### src/design/hop_count_route_table_assert.svh
// Assertion macros used by the route table top level.
`ifndef HOP_COUNT_ROUTE_TABLE_ASSERT_SVH
`define HOP_COUNT_ROUTE_TABLE_ASSERT_SVH

`ifndef ASSERT_OFF
// check that prop holds at every edge outside reset
`define HCTR_ASSERT(label, clk, rst_n, prop) \
	label: assert property (@(posedge clk) disable iff (!rst_n) prop) \
		else $error("hop_count_route_table check failed");
// check that cond never holds outside reset
`define HCTR_NEVER(label, clk, rst_n, cond) \
	label: assert property (@(posedge clk) disable iff (!rst_n) !(cond)) \
		else $error("hop_count_route_table forbidden condition");
`else
`define HCTR_ASSERT(label, clk, rst_n, prop)
`define HCTR_NEVER(label, clk, rst_n, cond)
`endif

`endif

### src/design/hctr_pkg.sv
// Types and constants of the hop count route table.
package hctr_pkg;

	localparam int DEF_TABLE_DEPTH = 32;
	localparam int DEF_KEY_BITS    = 16;
	localparam int HOST_W          = 16;
	localparam int HOP_W           = 5;
	localparam int OP_W            = 2;
	localparam int STATUS_W        = 2;

	localparam logic [HOP_W-1:0] HOP_INF = 5'd16;

	typedef enum logic [OP_W-1:0] {
		OP_INSERT = 2'd0,
		OP_REMOVE = 2'd1,
		OP_LOOKUP = 2'd2,
		OP_FLUSH  = 2'd3
	} op_t;

	typedef enum logic [STATUS_W-1:0] {
		ST_DONE = 2'd0,
		ST_DUP  = 2'd1,
		ST_MISS = 2'd2,
		ST_FULL = 2'd3
	} status_t;

	typedef enum logic [2:0] {
		S_CLEAR,
		S_IDLE,
		S_SCAN,
		S_DRAIN,
		S_FINISH
	} state_t;

	// scan control from the sequencer to the match unit
	typedef struct packed {
		logic start;
		logic issue;
	} scan_ctl_t;

	// accumulated scan outcome back to the sequencer
	typedef struct packed {
		logic             hit;
		logic             free;
		logic [HOP_W-1:0] hit_hops;
	} scan_res_t;

endpackage

### src/design/hop_count_route_table.sv
// Top level of the hop count route table.
//
//  channel | direction | handshake            | payload
//  req     | in        | req_valid/req_stall  | operation, host, hop_count
//  rsp     | out       | rsp_valid/rsp_stall  | status, found_hops, entry_count
//
// Insert, remove and lookup make one memory read per slot over a single read port
// (S_SCAN), wait out the registered read data (S_DRAIN), then write back and load
// the result register (S_FINISH). Flush clears one slot per cycle in S_CLEAR.
// After reset a clearing pass over all TABLE_DEPTH slots runs with req_stall high.
// One item is in work at a time; the next is taken while a result waits in the output
// register, and a stalled result holds the sequencer only at its final cycle.
`include "hop_count_route_table_assert.svh"

module hop_count_route_table import hctr_pkg::*; #(
	parameter int TABLE_DEPTH = DEF_TABLE_DEPTH,
	parameter int KEY_BITS    = DEF_KEY_BITS
) (
	input  logic                             clk,
	input  logic                             arst_n,
	input  logic                             req_valid,
	output logic                             req_stall,
	input  logic [OP_W-1:0]                  operation,
	input  logic [HOST_W-1:0]                host,
	input  logic [HOP_W-1:0]                 hop_count,
	output logic                             rsp_valid,
	input  logic                             rsp_stall,
	output logic [STATUS_W-1:0]              status,
	output logic [HOP_W-1:0]                 found_hops,
	output logic [$clog2(TABLE_DEPTH+1)-1:0] entry_count
);

	localparam int AW    = $clog2(TABLE_DEPTH);
	localparam int CNT_W = $clog2(TABLE_DEPTH + 1);
	localparam int ENT_W = KEY_BITS + HOP_W + 1;

	logic [KEY_BITS-1:0] key;
	scan_ctl_t           scan_ctl;
	scan_res_t           res;
	logic                rd_en;
	logic [AW-1:0]       rd_addr;
	logic [AW-1:0]       hit_idx;
	logic [AW-1:0]       free_idx;
	logic                we;
	logic [AW-1:0]       waddr;
	logic [ENT_W-1:0]    wdata;
	logic [ENT_W-1:0]    rdata;

	// one entry: valid bit, hop count, key
	hctr_ram #(
		.WIDTH (ENT_W),
		.DEPTH (TABLE_DEPTH)
	) u_ram (
		.clk   (clk),
		.we    (we),
		.waddr (waddr),
		.wdata (wdata),
		.re    (rd_en),
		.raddr (rd_addr),
		.rdata (rdata)
	);

	hctr_match #(
		.TABLE_DEPTH (TABLE_DEPTH),
		.KEY_BITS    (KEY_BITS)
	) u_match (
		.clk      (clk),
		.arst_n   (arst_n),
		.scan_ctl (scan_ctl),
		.rd_addr  (rd_addr),
		.key      (key),
		.rdata    (rdata),
		.res      (res),
		.hit_idx  (hit_idx),
		.free_idx (free_idx)
	);

	hctr_ctrl #(
		.TABLE_DEPTH (TABLE_DEPTH),
		.KEY_BITS    (KEY_BITS)
	) u_ctrl (
		.clk         (clk),
		.arst_n      (arst_n),
		.req_valid   (req_valid),
		.req_stall   (req_stall),
		.operation   (operation),
		.host        (host),
		.hop_count   (hop_count),
		.rsp_valid   (rsp_valid),
		.rsp_stall   (rsp_stall),
		.status      (status),
		.found_hops  (found_hops),
		.entry_count (entry_count),
		.key         (key),
		.scan_ctl    (scan_ctl),
		.rd_en       (rd_en),
		.rd_addr     (rd_addr),
		.res         (res),
		.hit_idx     (hit_idx),
		.free_idx    (free_idx),
		.we          (we),
		.waddr       (waddr),
		.wdata       (wdata)
	);

	`HCTR_ASSERT(a_count_bound, clk, arst_n, rsp_valid |-> (entry_count <= CNT_W'(TABLE_DEPTH)))
	`HCTR_ASSERT(a_full_count, clk, arst_n, (rsp_valid && status == ST_FULL) |-> (entry_count == CNT_W'(TABLE_DEPTH)))
	`HCTR_ASSERT(a_busy_after_accept, clk, arst_n, (req_valid && !req_stall) |=> req_stall)
	`HCTR_NEVER(a_hops_on_fail, clk, arst_n, rsp_valid && status != ST_DONE && found_hops != '0)

endmodule

### src/design/hctr_ram.sv
// Generic single-write, single-read RAM with registered read data.
module hctr_ram #(
	parameter int WIDTH = 8,
	parameter int DEPTH = 32
) (
	input  logic                     clk,
	input  logic                     we,
	input  logic [$clog2(DEPTH)-1:0] waddr,
	input  logic [WIDTH-1:0]         wdata,
	input  logic                     re,
	input  logic [$clog2(DEPTH)-1:0] raddr,
	output logic [WIDTH-1:0]         rdata
);

	logic [WIDTH-1:0] mem [DEPTH];

	always_ff @(posedge clk) begin
		if (we) begin
			mem[waddr] <= wdata;
		end
		if (re) begin
			rdata <= mem[raddr];
		end
	end

endmodule

### src/design/hctr_match.sv
// Match unit: compares each scanned entry against the key and tracks the first free slot.
module hctr_match import hctr_pkg::*; #(
	parameter int TABLE_DEPTH = DEF_TABLE_DEPTH,
	parameter int KEY_BITS    = DEF_KEY_BITS
) (
	input  logic                           clk,
	input  logic                           arst_n,
	input  scan_ctl_t                      scan_ctl,
	input  logic [$clog2(TABLE_DEPTH)-1:0] rd_addr,
	input  logic [KEY_BITS-1:0]            key,
	input  logic [KEY_BITS+HOP_W:0]        rdata,
	output scan_res_t                      res,
	output logic [$clog2(TABLE_DEPTH)-1:0] hit_idx,
	output logic [$clog2(TABLE_DEPTH)-1:0] free_idx
);

	localparam int AW = $clog2(TABLE_DEPTH);

	logic          issue_s1;
	logic [AW-1:0] idx_s1;
	logic          hit_q;
	logic          free_q;
	logic [AW-1:0] hit_idx_q;
	logic [AW-1:0] free_idx_q;
	logic [HOP_W-1:0] hit_hops_q;

	logic                ent_valid;
	logic [HOP_W-1:0]    ent_hops;
	logic [KEY_BITS-1:0] ent_key;
	logic                take_hit;
	logic                take_free;

	assign ent_valid = rdata[KEY_BITS+HOP_W];
	assign ent_hops  = rdata[KEY_BITS +: HOP_W];
	assign ent_key   = rdata[KEY_BITS-1:0];

	assign take_hit  = issue_s1 && !hit_q && ent_valid && (ent_key == key);
	assign take_free = issue_s1 && !free_q && !ent_valid;

	always_ff @(posedge clk or negedge arst_n) begin
		if (!arst_n) begin
			issue_s1 <= 1'b0;
			hit_q    <= 1'b0;
			free_q   <= 1'b0;
		end else begin
			issue_s1 <= scan_ctl.issue;
			if (scan_ctl.start) begin
				hit_q  <= 1'b0;
				free_q <= 1'b0;
			end else begin
				if (take_hit) begin
					hit_q <= 1'b1;
				end
				if (take_free) begin
					free_q <= 1'b1;
				end
			end
		end
	end

	always_ff @(posedge clk) begin
		idx_s1 <= rd_addr;
		if (take_hit) begin
			hit_idx_q  <= idx_s1;
			hit_hops_q <= ent_hops;
		end
		if (take_free) begin
			free_idx_q <= idx_s1;
		end
	end

	assign res.hit      = hit_q;
	assign res.free     = free_q;
	assign res.hit_hops = hit_hops_q;
	assign hit_idx      = hit_idx_q;
	assign free_idx     = free_idx_q;

endmodule

### src/design/hctr_ctrl.sv
// Sequencer: accepts items, sweeps the table, writes back and holds the result register.
module hctr_ctrl import hctr_pkg::*; #(
	parameter int TABLE_DEPTH = DEF_TABLE_DEPTH,
	parameter int KEY_BITS    = DEF_KEY_BITS
) (
	input  logic                               clk,
	input  logic                               arst_n,
	input  logic                               req_valid,
	output logic                               req_stall,
	input  logic [OP_W-1:0]                    operation,
	input  logic [HOST_W-1:0]                  host,
	input  logic [HOP_W-1:0]                   hop_count,
	output logic                               rsp_valid,
	input  logic                               rsp_stall,
	output logic [STATUS_W-1:0]                status,
	output logic [HOP_W-1:0]                   found_hops,
	output logic [$clog2(TABLE_DEPTH+1)-1:0]   entry_count,
	output logic [KEY_BITS-1:0]                key,
	output scan_ctl_t                          scan_ctl,
	output logic                               rd_en,
	output logic [$clog2(TABLE_DEPTH)-1:0]     rd_addr,
	input  scan_res_t                          res,
	input  logic [$clog2(TABLE_DEPTH)-1:0]     hit_idx,
	input  logic [$clog2(TABLE_DEPTH)-1:0]     free_idx,
	output logic                               we,
	output logic [$clog2(TABLE_DEPTH)-1:0]     waddr,
	output logic [KEY_BITS+HOP_W:0]            wdata
);

	localparam int AW    = $clog2(TABLE_DEPTH);
	localparam int CNT_W = $clog2(TABLE_DEPTH + 1);
	localparam int ENT_W = KEY_BITS + HOP_W + 1;

	state_t state_q, state_nxt;
	logic                boot_q;
	logic [AW-1:0]       ptr_q;
	op_t                 op_q;
	logic [KEY_BITS-1:0] key_q;
	logic [HOP_W-1:0]    hops_q;
	logic [CNT_W-1:0]    count_q;

	logic                rsp_valid_q;
	status_t             status_q;
	logic [HOP_W-1:0]    found_q;
	logic [CNT_W-1:0]    entry_count_q;

	logic                ptr_last;
	logic                out_free;
	logic                accept;
	logic                finish_fire;
	status_t             res_status;
	logic [HOP_W-1:0]    res_found;
	logic [CNT_W-1:0]    res_count;

	assign ptr_last    = (ptr_q == AW'(TABLE_DEPTH - 1));
	assign out_free    = !rsp_valid_q || !rsp_stall;
	assign accept      = (state_q == S_IDLE) && req_valid;
	assign finish_fire = (state_q == S_FINISH) && out_free;

	// next state
	always_comb begin
		state_nxt = state_q;
		unique case (state_q)
			S_CLEAR: begin
				if (ptr_last) begin
					state_nxt = boot_q ? S_IDLE : S_FINISH;
				end
			end
			S_IDLE: begin
				if (req_valid) begin
					state_nxt = (op_t'(operation) == OP_FLUSH) ? S_CLEAR : S_SCAN;
				end
			end
			S_SCAN: begin
				if (ptr_last) begin
					state_nxt = S_DRAIN;
				end
			end
			S_DRAIN: begin
				state_nxt = S_FINISH;
			end
			S_FINISH: begin
				if (out_free) begin
					state_nxt = S_IDLE;
				end
			end
			default: begin
				state_nxt = S_IDLE;
			end
		endcase
	end

	// result of the finished scan
	always_comb begin
		res_status = ST_DONE;
		res_found  = '0;
		res_count  = count_q;
		unique case (op_q)
			OP_INSERT: begin
				if (res.hit) begin
					res_status = ST_DUP;
				end else if (!res.free) begin
					res_status = ST_FULL;
				end else begin
					res_count = count_q + CNT_W'(1);
				end
			end
			OP_REMOVE: begin
				if (res.hit) begin
					res_found = res.hit_hops;
					res_count = count_q - CNT_W'(1);
				end else begin
					res_status = ST_MISS;
				end
			end
			OP_LOOKUP: begin
				if (res.hit) begin
					res_found = res.hit_hops;
				end else begin
					res_status = ST_MISS;
				end
			end
			OP_FLUSH: begin
				res_count = '0;
			end
			default: begin
				res_status = ST_DONE;
			end
		endcase
	end

	// outputs toward the channel, the match unit and the memory
	always_comb begin
		req_stall      = (state_q != S_IDLE);
		scan_ctl.start = accept;
		scan_ctl.issue = (state_q == S_SCAN);
		rd_en          = (state_q == S_SCAN);
		rd_addr        = ptr_q;
		we             = 1'b0;
		waddr          = ptr_q;
		wdata          = '0;
		unique case (state_q)
			S_CLEAR: begin
				we = 1'b1;
			end
			S_FINISH: begin
				if (out_free) begin
					if (op_q == OP_INSERT && !res.hit && res.free) begin
						we    = 1'b1;
						waddr = free_idx;
						wdata = ENT_W'({1'b1, hops_q, key_q});
					end else if (op_q == OP_REMOVE && res.hit) begin
						// drop the entry by clearing its valid bit
						we    = 1'b1;
						waddr = hit_idx;
					end
				end
			end
			default: begin
				we = 1'b0;
			end
		endcase
	end

	always_ff @(posedge clk or negedge arst_n) begin
		if (!arst_n) begin
			state_q     <= S_CLEAR;
			boot_q      <= 1'b1;
			ptr_q       <= '0;
			count_q     <= '0;
			rsp_valid_q <= 1'b0;
		end else begin
			state_q <= state_nxt;
			if (state_q == S_CLEAR && ptr_last) begin
				boot_q <= 1'b0;
			end
			if (state_q == S_CLEAR || state_q == S_SCAN) begin
				ptr_q <= ptr_last ? '0 : ptr_q + AW'(1);
			end
			if (finish_fire) begin
				count_q     <= res_count;
				rsp_valid_q <= 1'b1;
			end else if (!rsp_stall) begin
				rsp_valid_q <= 1'b0;
			end
		end
	end

	always_ff @(posedge clk) begin
		if (accept) begin
			op_q   <= op_t'(operation);
			key_q  <= KEY_BITS'(host);
			hops_q <= (hop_count > HOP_INF) ? HOP_INF : hop_count;
		end
		if (finish_fire) begin
			status_q      <= res_status;
			found_q       <= res_found;
			entry_count_q <= res_count;
		end
	end

	assign key         = key_q;
	assign rsp_valid   = rsp_valid_q;
	assign status      = status_q;
	assign found_hops  = found_q;
	assign entry_count = entry_count_q;

endmodule
### config.mk
export PLATFORM = sky130hd
export DESIGN_NAME = hop_count_route_table
export DESIGN_NICKNAME = d
export VERILOG_FILES = /design/src/design/hctr_pkg.sv /design/src/design/hop_count_route_table.sv /design/src/design/hctr_ram.sv /design/src/design/hctr_match.sv /design/src/design/hctr_ctrl.sv
export VERILOG_INCLUDE_DIRS = /design/src /design/src/design
export SDC_FILE = /design/constraint.sdc
export NUM_CORES = 1
export LEC_CHECK = 0
export BUFFER_PORTS_ARGS = -buffer_cell sky130_fd_sc_hd__buf_2
export CAP_MARGIN = 20
export CORE_ASPECT_RATIO = 1.5
export CORE_MARGIN = 3
export CORE_UTILIZATION = 45
export DETAILED_ROUTE_END_ITERATION = 8
export PLACE_DENSITY_LB_ADDON = 0.1
export SYNTH_ARGS = -nofsm -noshare
export SYNTH_HDL_FRONTEND = slang
export SYNTH_SLANG_ARGS = --single-unit
### constraint.sdc
create_clock -name clk -period 6.8 [get_ports clk]
set_input_delay 0.68 -clock clk [delete_from_list [all_inputs] [get_ports clk]]
set_output_delay 0.68 -clock clk [all_outputs]
set_load 0.05 [all_outputs]
; Yosys cells after proc, flatten, opt, wreduce, memory -nomap -nowiden
; Memories as Yosys holds them, arrays and structs flattened. A register that Yosys moved wholly into a read port is not among the register bits.
; Index checks and enable logic that the tools add are counted.
[op_classes]
addsub = 3
order_cmp = 1
eq_ne = 16
muxes = 35
n_reduce_logical = 25
[ops]
columns = cell, count
row1 = 2-to-1 mux 22 bit, 3
row2 = 2-to-1 mux 5 bit, 5
row3 = 2-to-1 mux 6 bit, 3
row4 = one-hot mux 6 bit (3 select lines), 1
row5 = equality test 16 bit, 1
row6 = 2-to-1 mux 3 bit, 5
row7 = one-hot mux 3 bit (5 select lines), 1
row8 = logical AND 1 bit, 11
row9 = 2-to-1 mux 1 bit, 11
row10 = 2-to-1 mux 2 bit, 4
row11 = "!= test 2 x 1 -> 1 bit, second input constant", 4
row12 = "adder 6 x 1 -> 6 bit, second input constant", 1
row13 = "equality test 2 bit, second input constant", 3
row14 = "equality test 3 x 2 -> 1 bit, second input constant", 2
row15 = "subtractor 6 x 1 -> 6 bit, second input constant", 1
row16 = "adder 5 x 1 -> 5 bit, second input constant", 1
row17 = "equality test 5 bit, second input constant", 1
row18 = "greater-than comparator 5 bit, second input constant", 1
row19 = logical NOT 1 bit, 5
row20 = one-hot mux 2 bit (2 select lines), 1
row21 = AND reduction 4 bit, 1
row22 = nonzero test 2 bit, 2
row23 = "equality test 3 x 1 -> 1 bit, second input constant", 1
row24 = "equality test 3 bit, second input constant", 1
row25 = other kinds (9), 10
[totals]
regBits = 75
ram_bits = 704
inputBits = 27
output_inout_bits = 15
wordCells = 99
mem_count = 1
[mem_list]
columns = memory, words, width, rd, rd_clocked_by_memory_dff, write_ports, line
row1 = u_ram.mem, 32, 22, 1, 1, 1, hctr_ram.sv:15  ; logic [WIDTH-1:0] mem [DEPTH];

; Logic depth before layout (Yosys ltp)
; Gate-level depths: netlist (run 1).
[logic_depth]
depth_word = 8
ltp_mapped = 9
ltp_nobuf = 7

; Modules after synthesis
; From an unflattened synthesis (run 1), not the netlist that was laid out.
[hier_totals]
hier_cells = 1850
hier_area_um2 = 31788.0
[by_module_without_submodules]
columns = module, n_inst, cells_each, area_each_um2, seq_area_each_um2
row1 = hctr_ram, 1, 1550, 28205.8, 21800.9
row2 = hctr_ctrl, 1, 241, 2692.6, 1482.7
row3 = hctr_match, 1, 59, 889.6, 625.6

; Worst setup path before layout (run 1)
; Ideal clock, no wire load.
[synth_timing]
path_kind = register -> register
from = register u_ctrl.op_q[0]
to = memory u_ram.mem[27][0] in the netlist's numbering (enable)
setup_time_ns = 0.429
t_arrival_ns = 3.216
required_ns = 6.371
setup_slack_ns = 3.156
path_stages_with_launch = 9
path_buffers = 1
period_less_slack_ns = 3.644
cell_sequence = edfxtp_1 inv_1 ha_1 nand3b_1 a221oi_2 buf_2 and3b_1 nor2_1 nor3_1
[synth_between]
elab_chain_len = 8
word_cells_on_any_way = 15
cone_classes = 1 x eq/ne / 10 x mux / 4 x reduce/logical
[synth_rtl]
columns = item, line
row1 = start: declaration, hctr_ctrl.sv:37  ; op_t op_q;
row2 = start signal: assignment, hctr_ctrl.sv:191  ; op_q <= op_t'(operation);
row3 = equality test 2 x 1 -> 1 bit / logical NOT 2 bit (equally long branches), "hctr_ctrl.sv:152, hctr_ctrl.sv:148"
row4 = logical AND 1 bit (on tied branches), "hctr_ctrl.sv:152, hctr_ctrl.sv:148"
row5 = 2-to-1 mux 1 bit / logical AND 1 bit (equally long branches), "hctr_ctrl.sv:152, hctr_ctrl.sv:148"
row6 = 2-to-1 mux 1 bit, hctr_ctrl.sv:148  ; if (op_q == OP_INSERT && !res.hit && res.free) begin
row7 = 2-to-1 mux 1 bit, hctr_ctrl.sv:147  ; if (out_free) begin
row8 = one-hot mux 1 bit (2 select lines), hctr_ctrl.sv:142  ; unique case (state_q)
row9 = 2-to-1 mux 1 bit, hctr_ram.sv:18  ; if (we) begin
row10 = 2-to-1 mux 1 bit (implied by the code), hctr_ram.sv:19  ; mem[waddr] <= wdata;
row11 = end: declaration, hctr_ram.sv:15
; Several ways; a longest one is shown, not always the timed one.

; Worst setup path after layout (run 1)
[layout_timing]
from = register u_ctrl.state_q[2]
to = memory u_ram.mem[0][12] in the netlist's numbering (enable)
[layout_between]
elab_chain_len = 4
word_cells_on_any_way = 6
cone_classes = 1 x eq/ne / 4 x mux / 1 x reduce/logical
[layout_rtl]
columns = item, line
row1 = start: declaration, hctr_ctrl.sv:34  ; state_t state_q, state_nxt;
row2 = start signal: assignment, hctr_ctrl.sv:173  ; state_q <= state_nxt;
row3 = equality test 3 bit / logical NOT 3 bit (equally long branches), hctr_ctrl.sv:142
row4 = one-hot mux 1 bit (2 select lines), hctr_ctrl.sv:142
row5 = 2-to-1 mux 1 bit, hctr_ram.sv:18
row6 = 2-to-1 mux 1 bit (implied by the code), hctr_ram.sv:19
; Several ways; a longest one is shown, not always the timed one.

==> results of run 1 <==
worst paths after layout:
| check | end | slack, ns | start | cells after the start |
|---|---|---|---|---|
| worst min-delay path | u_ctrl.key[0] | 0.23 | host[0] | 1 |
| worst min register to register | u_match.hit_idx[0] | 0.43 | u_match.idx_s1[0] | 0 |
| max in group asynchronous | u_ctrl.rd_addr[0] | 5.88 | arst_n | 2 |
| min in group asynchronous | u_ctrl.count_q[5] | 0.55 | arst_n | 2 |
| worst max-delay path | u_ram.mem[0][12] | 2.86 | u_ctrl.state_q[2] | 5 |
| worst max register to register | u_ram.mem[0][12] | 2.86 | u_ctrl.state_q[2] | 5 |
final cells by class:
class / count / area, µm²
Clock inverter: 44 / 378
Inverter: 10 / 37.5
Sequential cell: 801 / 23900
Timing Repair Buffer: 80 / 613
Multi-Input combinational cell: 490 / 7050
Tap cell: 892 / 1120
Clock buffer: 99 / 2130
Fill cell: 5359 / 32800
power by group through the flow:
stage | Sequential (mW) | Clock (mW) | Combinational (mW)
2_1_floorplan | 6.31 | 0 | 2.49
6_report | 6.41 | 4.27 | 3.54
3_3_place_gp | 6.51 | 0 | 3.60
3_5_place_dp | 6.54 | 0 | 3.61
4_1_cts | 6.43 | 4.36 | 3.62
5_1_grt | 6.48 | 4.55 | 3.75
layer usage:
layer / wire (µm) / track usage / vias up
li1: - / - / 5968
met1: 29300 / 0.271 / 7635
met4: 1580 / 0.0580 / 0
met2: 37000 / 0.345 / 339
met3: 3020 / 0.0304 / 94
met5: 0 / 0 / -
timing repair:
item,in CTS,in global routing
hold buffers,1,0
endpoints found under the hold margin,9,0
setup endpoints to repair,0,0
cells by family after synthesis:
group	after synthesis	share of synthesized area
adders and majority gates	8	0.00322
buffers and inverters	85	0.0119
xor gates and xnor gates	18	0.00508
and+or+nand+nor	153	0.0263
DFF	801	0.770
muxes	251	0.171
AOI/OAI and AO/OA	60	0.0131
worst max-delay path, delay by kind of cell, from the launching register on:
kind	cells	cell delay [ns]
DFF	1	0.53
and+or+nand+nor	4	2.62
AOI/OAI and AO/OA	1	0.37
registers in the layout (all words and copies together), names as in the netlist, 2 cells and up:
signal and count:
u_ram.mem 704, u_ram.rdata 22, u_ctrl.key 16, u_ctrl.count_q 6, u_ctrl.entry_count 6, u_ctrl.found_hops 5
u_ctrl.hops_q 5, u_ctrl.rd_addr 5, u_match.free_idx 5, u_match.hit_hops_q 5, u_match.hit_idx 5, u_match.idx_s1 5
u_ctrl.state_q 3, u_ctrl.op_q 2, u_ctrl.status 2
stage by stage:
stage          setup slack [ns]  area [µm²]  total power [mW]
3_5_place_dp               2.82       32600              10.1
4_1_cts                    2.80       35100              14.4
2_1_floorplan              3.16       31100              8.80
5_1_grt                    2.65       35200              14.8
6_report                   2.86       35200              14.2
3_3_place_gp               2.89       32600              10.1
layout by cell type, fill, tap and decap left out, drive strengths merged, types with 4 or more instances in the layout:
| cell | n |
|---|---|
| dfrtp | 18 |
| o21ai | 20 |
| mux4 | 220 |
| ha | 8 |
| o22ai | 4 |
| clkinv | 33 |
| clkbuf | 101 |
| nor3 | 9 |
| nand4 | 4 |
| nand3 | 7 |
| inv | 12 |
| edfxtp | 777 |
| nor2b | 7 |
| a21oi | 7 |
| bufinv | 6 |
| xor2 | 4 |
| dfxtp | 5 |
| and3 | 8 |
| xnor2 | 14 |
| o22a | 5 |
| buf | 77 |
| mux2 | 29 |
| and2 | 23 |
| nor2 | 47 |
| nand3b | 5 |
| nand2 | 20 |
| nor3b | 5 |
==> run metrics, run 1 <==
number of H-tree levels=3; Total Neg Setup Slack=0 ns; Slew HR=0.237; sequential fraction of the synthesis area=0.770; post-cts resize count=0; die area=about 0.072 mm²; clk_lat worst skew=0.63 ns; worst-case clock buffer depth=3; Ys Warns=0; Die Height=around 330 µm; Yosys top cell area share=0.751; DR WL/cell=~29 µm; switch share=0.287; fin nets=about 1500; RSZ-0062 raised after global routing=no; ant diodes=0; max-slew violations=0; crit-path cells=or3b_1, nand2b_1, o22ai_1, nand3_1, nor2_4; type of origin of the critical path=flop; Async S/R FF share, synth=0.0237; pwr dens=404 mW/mm²; Critical Path End Type=flop; Post-DP HPWL=approximately 44000 µm; initial DRC count=around 1300; TritonCTS Buffers=78; synthesized area per cell=between 20 and 25 µm²; instance count of the mapped netlist=between 1000 and 1500; crit path time final=3.94 ns; max cap viols=0; PortBufs=around 40; Worst Path Arrival=4.19 ns; DRC viols=0; Synth area leaders=edfxtp_1 75%, mux4_2 16%, dfrtp_1 1.5%, mux2_2 1.1%, clkbuf_1 0.60%; share of total power in sequential cells=0.451; vias in the first global route=~15000; row cnt=~120; Clk pwr share=0.300; CTS sink count=801; initial antenna violation count=3; period utilization=0.579; root buf cell=clkbuf_16; IO Pins=42; global-route wire length before repair=about 100000 µm; Reg clk slew, reported paths=0.06 ns; hold crit path type=input port to flop; Vias/cell=5.81; synth unique cells=between 60 and 70; hold_ws=~0.23 ns; Syn Nets=between 1000 and 1500; Final Util=0.518; final RePlAce weighted congestion=slightly below 0.8; CP Max Fanout=22; CP Data Required Time=7.05 ns; synthesized flop and latch total=about 800; Leakage=just over 10 nW; share of cells above drive strength 1=0.316; # placed instances=around 2300; combinational power share=0.249; slowest CP cell=nor2_4; Starting Density=0.456; worst stage delay on the critical path=just under 1 ns; vias post-DR=about 14000; area of the core=~0.07 mm²; Pre-Repair DR Iteration Count=6; cell with the most instances after synthesis=edfxtp_1; switching pwr=4.08 mW; Max IR drop VDD=between 0.2 and 0.3 mV; Top FF cell, synth=edfxtp_1; Worst Skew=between 0.015 and 0.02 ns; Synth area leader=edfxtp_1; max frequency=~0.25 GHz; DRT antenna net count=0; CTS tree=built; final std cells w/o fill=approximately 2400; Die Wd=approximately 220 µm; Cell Int Power=approximately 10 mW; area delta synth->final=13.5%; Post-synth EDFFs=about 780; Synth top cells by count=777 x edfxtp_1, 220 x mux4_2, 50 x clkbuf_1; largest net degree at the start of global routing=121; status=complete, no violations; GRT overflow=0; GRT Util Overall=0.202; Post-CTS Setup Inserts=0; hold violation count in the final report=0; final WL=around 70000 µm; final setup vio count=0; Least-Margin Pin Slew=1.13 ns; Worst Setup Path Type=flop to flop; synthesized area=0.0311 mm²
No activity file was read; power rests on OpenSTA's default activity.
==> run 2, diff against run 1 <==
- clock period: 6.8 -> 3.2 ns (I/O delays scaled with it)
==> run metrics, run 2 (same netlist as run 1, synthesis figures left out) <==
type of origin of the critical path=flop; total power=30.7 mW (+120%); hold violation count in the final report=0 (unchanged); register area=0.0239 mm² (about the same); initial antenna violation count=3 (unchanged); Post-DP HPWL=45600 µm (+4.6%); max cap viols=0 (unchanged); share of cells above drive strength 1=0.347 (+0.0309); CP Max Fanout=22 (unchanged); initial DRC count=1087 (-15%); Worst Setup Path Type=flop to flop; final setup vio count=0 (unchanged); DP Worst Slack=0.0787 ns (-2.74 ns); Starting Density=0.456 (unchanged); period utilization=0.984 (+0.405); area delta synth->final=17.1%; largest net degree at the start of global routing=47 (-61%); max-slew violations=0 (unchanged); crit path time final=3.15 ns (-0.789 ns); area of the core=0.0681 mm² (unchanged); Leakage=10.9 nW (+5.4%); max frequency=0.318 GHz (+25%); CTS sink count=801 (unchanged); Reg clk slew, reported paths=0.07 ns (about the same); hold crit path type=input port to flop; status=complete, no violations; max reg flops=704 (unchanged); hold_ws=0.0811 ns (-0.151 ns); RSZ-0062 raised after global routing=yes; Slew HR=0.370 (+0.133); pwr dens=843 mW/mm² (+110%); number of H-tree levels=3 (unchanged); final WL=71700 µm (+1.2%); DR WL/cell=28.6 µm (-2.7%); commonest cells after routing, fill and taps aside=777 x edfxtp_1, 220 x mux4_2, 77 x buf_4; vias in the first global route=15200 (+3.2%); # fillers=5238 (-2.3%); Die Wd=221 µm (unchanged); row cnt=117 (unchanged); GRT Util Overall=0.204 (+0.00246); fin nets=1594 (+6.6%); die area=0.0723 mm² (unchanged); root buf cell=clkbuf_16; TritonCTS Buffers=75 (-3.8%); final RePlAce weighted congestion=0.761 (-3.0%); final worst slack=0.0515 ns (-2.81 ns); IO Pins=42 (unchanged); Worst Path Arrival=3.46 ns (-0.73 ns); area of the multi-input gates=0.00704 mm² (-0.12%); DRT antenna net count=0 (unchanged); CTS tree=built; GRT overflow=0 (unchanged); PortBufs=41 (unchanged); Die Height=328 µm (unchanged); clk_lat worst skew=0.62 ns (about the same); Critical Path End Type=flop; Top reg by flops=u_ram.mem; vias post-DR=14300 (+2.0%); global-route wire length before repair=105000 µm (+1.1%); final instance area=0.0364 mm² (+3.2%); # placed instances=2350 (+3.7%); commonest non-fill, non-tap cell in the layout=edfxtp_1; Pre-Repair DR Iteration Count=4 (-2); Vias/cell=5.70 (-1.9%); Worst Skew=0.0130 ns (-0.00365 ns); DRC viols=0 (unchanged); Max IR drop VDD=0.448 mV (+65%); worst-case clock buffer depth=3 (unchanged); Post-CTS Setup Inserts=0 (unchanged); final std cells w/o fill=2512 (+4.0%); CP Data Required Time=3.51 ns (-3.54 ns); DP Area=0.0337 mm² (+3.3%); Least-Margin Pin Slew=0.939 ns (-0.194 ns)
## run 2: cell types whose count changed in the layout (fill, tap and decap cells not counted), moves of 7 or more
cell,change
buf_4,+49
buf_12,+37
clkinv_1,-11
dlygate4sd3_1,+23
clkbuf_16,-7
## run 2: layout make-up
class / count / area share
clock inverter: 43 / 0.0130
multi-input combinational: 490 / 0.194
antenna: 1 / 0.0000688
timing repair buffer: 181 / 0.0496
inverter: 10 / 0.00103
tap: 892 / 0.0307
clock buffer: 94 / 0.0544
sequential: 801 / 0.658
## run 2: per-stage QoR
step / utilization / setup TNS (ns)
final: 0.534 / 0
after global placement: 0.495 / 0
after floorplan: - / -38.83
after detailed placement: 0.495 / 0
after CTS: 0.534 / 0
after global routing: 0.534 / -6.95
## run 2: routing by layer
metal  vias up  part of all wire  GRT usage
li1       6163                 -          -
met1      7708              0.40      0.262
met2       345              0.53      0.357
met3       104             0.041     0.0298
met4         0             0.029     0.0714
met5         -                 0          0
## run 2: final timing paths
| kind | start | end | slack [ns] | cells past startpoint |
|---|---|---|---|---|
| max | u_ctrl.op_q[0] | u_ram.mem[16][11] | 0.05 | 8 |
| min | req_valid | u_match.hit_q | 0.08 | 3 |
| min in group asynchronous | arst_n | u_match.hit_q | 0.21 | 2 |
| max reg2reg | u_ctrl.op_q[0] | u_ram.mem[16][11] | 0.05 | 8 |
| max in group asynchronous | arst_n | u_ctrl.rd_addr[1] | 2.62 | 2 |
| min reg2reg | u_ram.rdata[19] | u_match.hit_hops_q[3] | 0.42 | 0 |
## run 2: report_power, final
group          switching (mW)  internal, mW  total [mW]
Sequential              0.616          12.9        13.6
Clock                    3.80          5.15        8.94
Combinational            4.22          3.95        8.17
## run 2: worst max-delay path, stage by stage (launching register included)
cell and delay (ns):
edfxtp_1 0.44, inv_1 0.11, ha_1 0.33, nand3b_1 0.25
a221oi_1 0.61, mux2i_1 0.33, nand2b_1 0.36, nor2_4 0.18
buf_12 0.19
## run 2: repair_timing
| item | CTS | global route |
|---|---|---|
| setup endpoints to repair | 0 | 287 |
| endpoints found under the hold margin | 42 | 0 |
| hold buffers | 24 | 0 |
| resized for setup | 0 | 1 |
==> run 3, diff against run 2 <==
- ABC_AREA: default -> 1
- SYNTH_HIERARCHICAL: default -> 1
==> run metrics, run 3 <==
vias in the first global route=21300 (+40%); Die Height=337 µm (+2.8%); Post-Synth Adder-Cell Area=0.00305 (-0.000176); global-route wire length before repair=138000 µm (+31%); clk_lat worst skew=0.64 ns (+0.02 ns); pwr dens=922 mW/mm² (+9.3%); slowest CP cell=a21oi_1; xor and xnor area share after synthesis=0.00107 (-0.00401); DP Worst Slack=0.239 ns (+0.160 ns); Synth area leader=edfxtp_1; area of the core=0.0719 mm² (+5.7%); commonest cells after routing, fill and taps aside=1076 x nand2_1, 777 x edfxtp_1, 558 x nand3_1; Pre-Repair DR Iteration Count=8 (+4); GRT Util Overall=0.248 (+0.0436); root buf cell=clkbuf_16; total power=34.7 mW (+13%); initial antenna violation count=3 (unchanged); Post-synth EDFFs=777 (unchanged); Die Wd=227 µm (+2.8%); worst stage delay on the critical path=0.60 ns (about the same); max reg flops=704 (unchanged); initial DRC count=1806 (+66%); TritonCTS Buffers=77 (+2.7%); Reg clk slew, reported paths=0.06 ns (about the same); GRT overflow=0 (unchanged); synthesized area per cell=11.4 µm² (-49%); Post-CTS Setup Inserts=0 (unchanged); fin nets=3012 (+89%); Final Util=0.524 (-0.0104); number of H-tree levels=3 (unchanged); vias post-DR=21500 (+50%); synth unique cells=38 (-38%); max-slew violations=0 (unchanged); Leakage=13.9 nW (+28%); Ys Warns=6 (+6); cell with the most instances after synthesis=nand2_1; CP Data Required Time=3.54 ns (+0.03 ns); final WL=94000 µm (+31%); CP Max Fanout=22 (unchanged); Starting Density=0.457 (+0.000520); Worst Skew=0.0180 ns (+0.00501 ns); CTS tree=built; Worst Setup Path Type=flop to flop; Slew HR=0.318 (-0.0520); Synth area leaders=edfxtp_1 71%, nand2_1 12%, nand3_1 8.5%, dfrtp_1 1.4%, nor2_1 1.2%; Critical Path End Type=flop; Yosys top cell area share=0.710 (-0.0410); crit-path most repeated cell=nand2_1; main combinational cell family by area after synthesis=simple AND/OR/NAND/NOR gates; DR WL/cell=23.8 µm (-17%); largest net degree at the start of global routing=101 (+110%); crit-path cells=inv_1, ha_1, nand2_1, nand2_1, nand3_2, a21oi_1, nand3_1, nor2_2, buf_12; area delta synth->final=14.7%; crit path time final=3.04 ns (-0.111 ns); hold crit path type=input port to flop; RSZ-0062 raised after global routing=no; status=complete, no violations; share of cells above drive strength 1=0.117 (-0.230); Total Neg Setup Slack=0 ns (unchanged); Post-DP HPWL=59200 µm (+30%); Async S/R FF share, synth=0.0237 (unchanged); Syn Nets=2905 (+110%); DRT antenna net count=0 (unchanged); Top FF cell, synth=edfxtp_1; synthesized flop and latch total=801 (unchanged); Top reg by flops=u_ram/mem; final RePlAce weighted congestion=0.920 (+21%); final setup vio count=0 (unchanged); instance count of the mapped netlist=2870 (+110%); worst-case clock buffer depth=3 (unchanged); Vias/cell=5.43 (-4.7%); row cnt=120 (+2.6%); Synth top cells by count=1076 x nand2_1, 777 x edfxtp_1, 558 x nand3_1; # placed instances=3789 (+61%); Worst Path Arrival=3.38 ns (-0.08 ns); post-synthesis mux area share=0 (-0.171); final worst slack=0.162 ns (+0.111 ns); CTS sink count=801 (unchanged); DRC viols=0 (unchanged); Least-Margin Pin Slew=1.02 ns (+0.0765 ns); sequential fraction of the synthesis area=0.728 (-0.0420); Compound-Gate Fraction of Synth Area=0.00701 (-0.00608); post-synthesis simple-gate area fraction=0.225 (+0.199); commonest non-fill, non-tap cell in the layout=nand2_1; Max IR drop VDD=0.466 mV (+4.1%); synthesized area=0.0329 mm² (+5.8%); final std cells w/o fill=3955 (+57%); hold violation count in the final report=0 (unchanged); type of origin of the critical path=flop; max cap viols=0 (unchanged); max frequency=0.329 GHz (+3.7%); period utilization=0.949 (-0.0347); IO Pins=42 (unchanged); PortBufs=41 (unchanged); die area=0.0764 mm² (+5.6%)
## run 3: logic make-up (layout without fill, tap and decap cells)
family / count (synthesis) / after routing
other: 0 / 1
AND/OR/NAND/NOR: 1764 / 1764
flip-flops: 801 / 801
XOR/XNOR: 4 / 4
buffers and inverters: 254 / 423
AO/OA/AOI/OAI: 39 / 39
adder cells (fa/ha/maj): 8 / 8
## run 3: critical path: cells and delay by family, from the launching register on
family,cells,cell delay [ns]
buf+inv,2,0.30
simple gates,5,1.15
flops,1,0.42
compound gates,1,0.60
fa+ha+maj,1,0.24
## run 3: routing by layer
metal	wire [µm]	vias to the layer above	track usage
li1	-	10100	-
met1	36500	10600	0.300
met2	48200	667	0.438
met3	4420	180	0.0288
met4	4860	0	0.123
met5	0	-	0
## run 3: what timing repair did
action                                  in CTS  in global routing
resized for setup                            0                  1
hold endpoints to repair                    42                  0
endpoints found under the setup margin       0                138
hold buffers                                24                  0
## run 3: area by class of cell
| class | count | area [µm²] |
|---|---|---|
| tap | 915 | 1140 |
| multi-input combinational | 1815 | 7910 |
| clock buffer | 94 | 2010 |
| timing repair buffer | 187 | 1770 |
| inverter | 95 | 370 |
| antenna | 1 | 2.50 |
| clock inverter | 47 | 547 |
| fill | 6220 | 34200 |
| sequential | 801 | 23900 |
## run 3: final timing paths
check	start	end	slack, ns	cells after the start
setup / recovery	u_ctrl/op_q[1]	u_ram/mem[30][2]	0.16	9
hold / removal	hop_count[2]	u_ctrl/hops_q[2]	0.03	3
setup reg to reg	u_ctrl/op_q[1]	u_ram/mem[30][2]	0.16	9
hold reg to reg	u_match/idx_s1[1]	u_match/free_idx[1]	0.43	0
max in group asynchronous	arst_n	u_ctrl/rd_addr[2]	2.64	2
min in group asynchronous	arst_n	u_ctrl/rd_addr[1]	0.18	2
## run 3: stage by stage
| step | instance area, µm² | hold WS, ns |
|---|---|---|
| 4_1_cts | 37700 | 0.00234 |
| 2_1_floorplan | 32900 | 0.0244 |
| 3_3_place_gp | 34900 | 0.302 |
| 3_5_place_dp | 34900 | 0.313 |
| 6_report | 37700 | 0.0340 |
| 5_1_grt | 37700 | 0.0525 |
## run 3: where the power goes
group / total, mW / internal (mW) / switching [mW]
Combinational: 12.4 / 3.36 / 9.05
Sequential: 13.0 / 12.6 / 0.455
Clock: 9.29 / 5.33 / 3.96
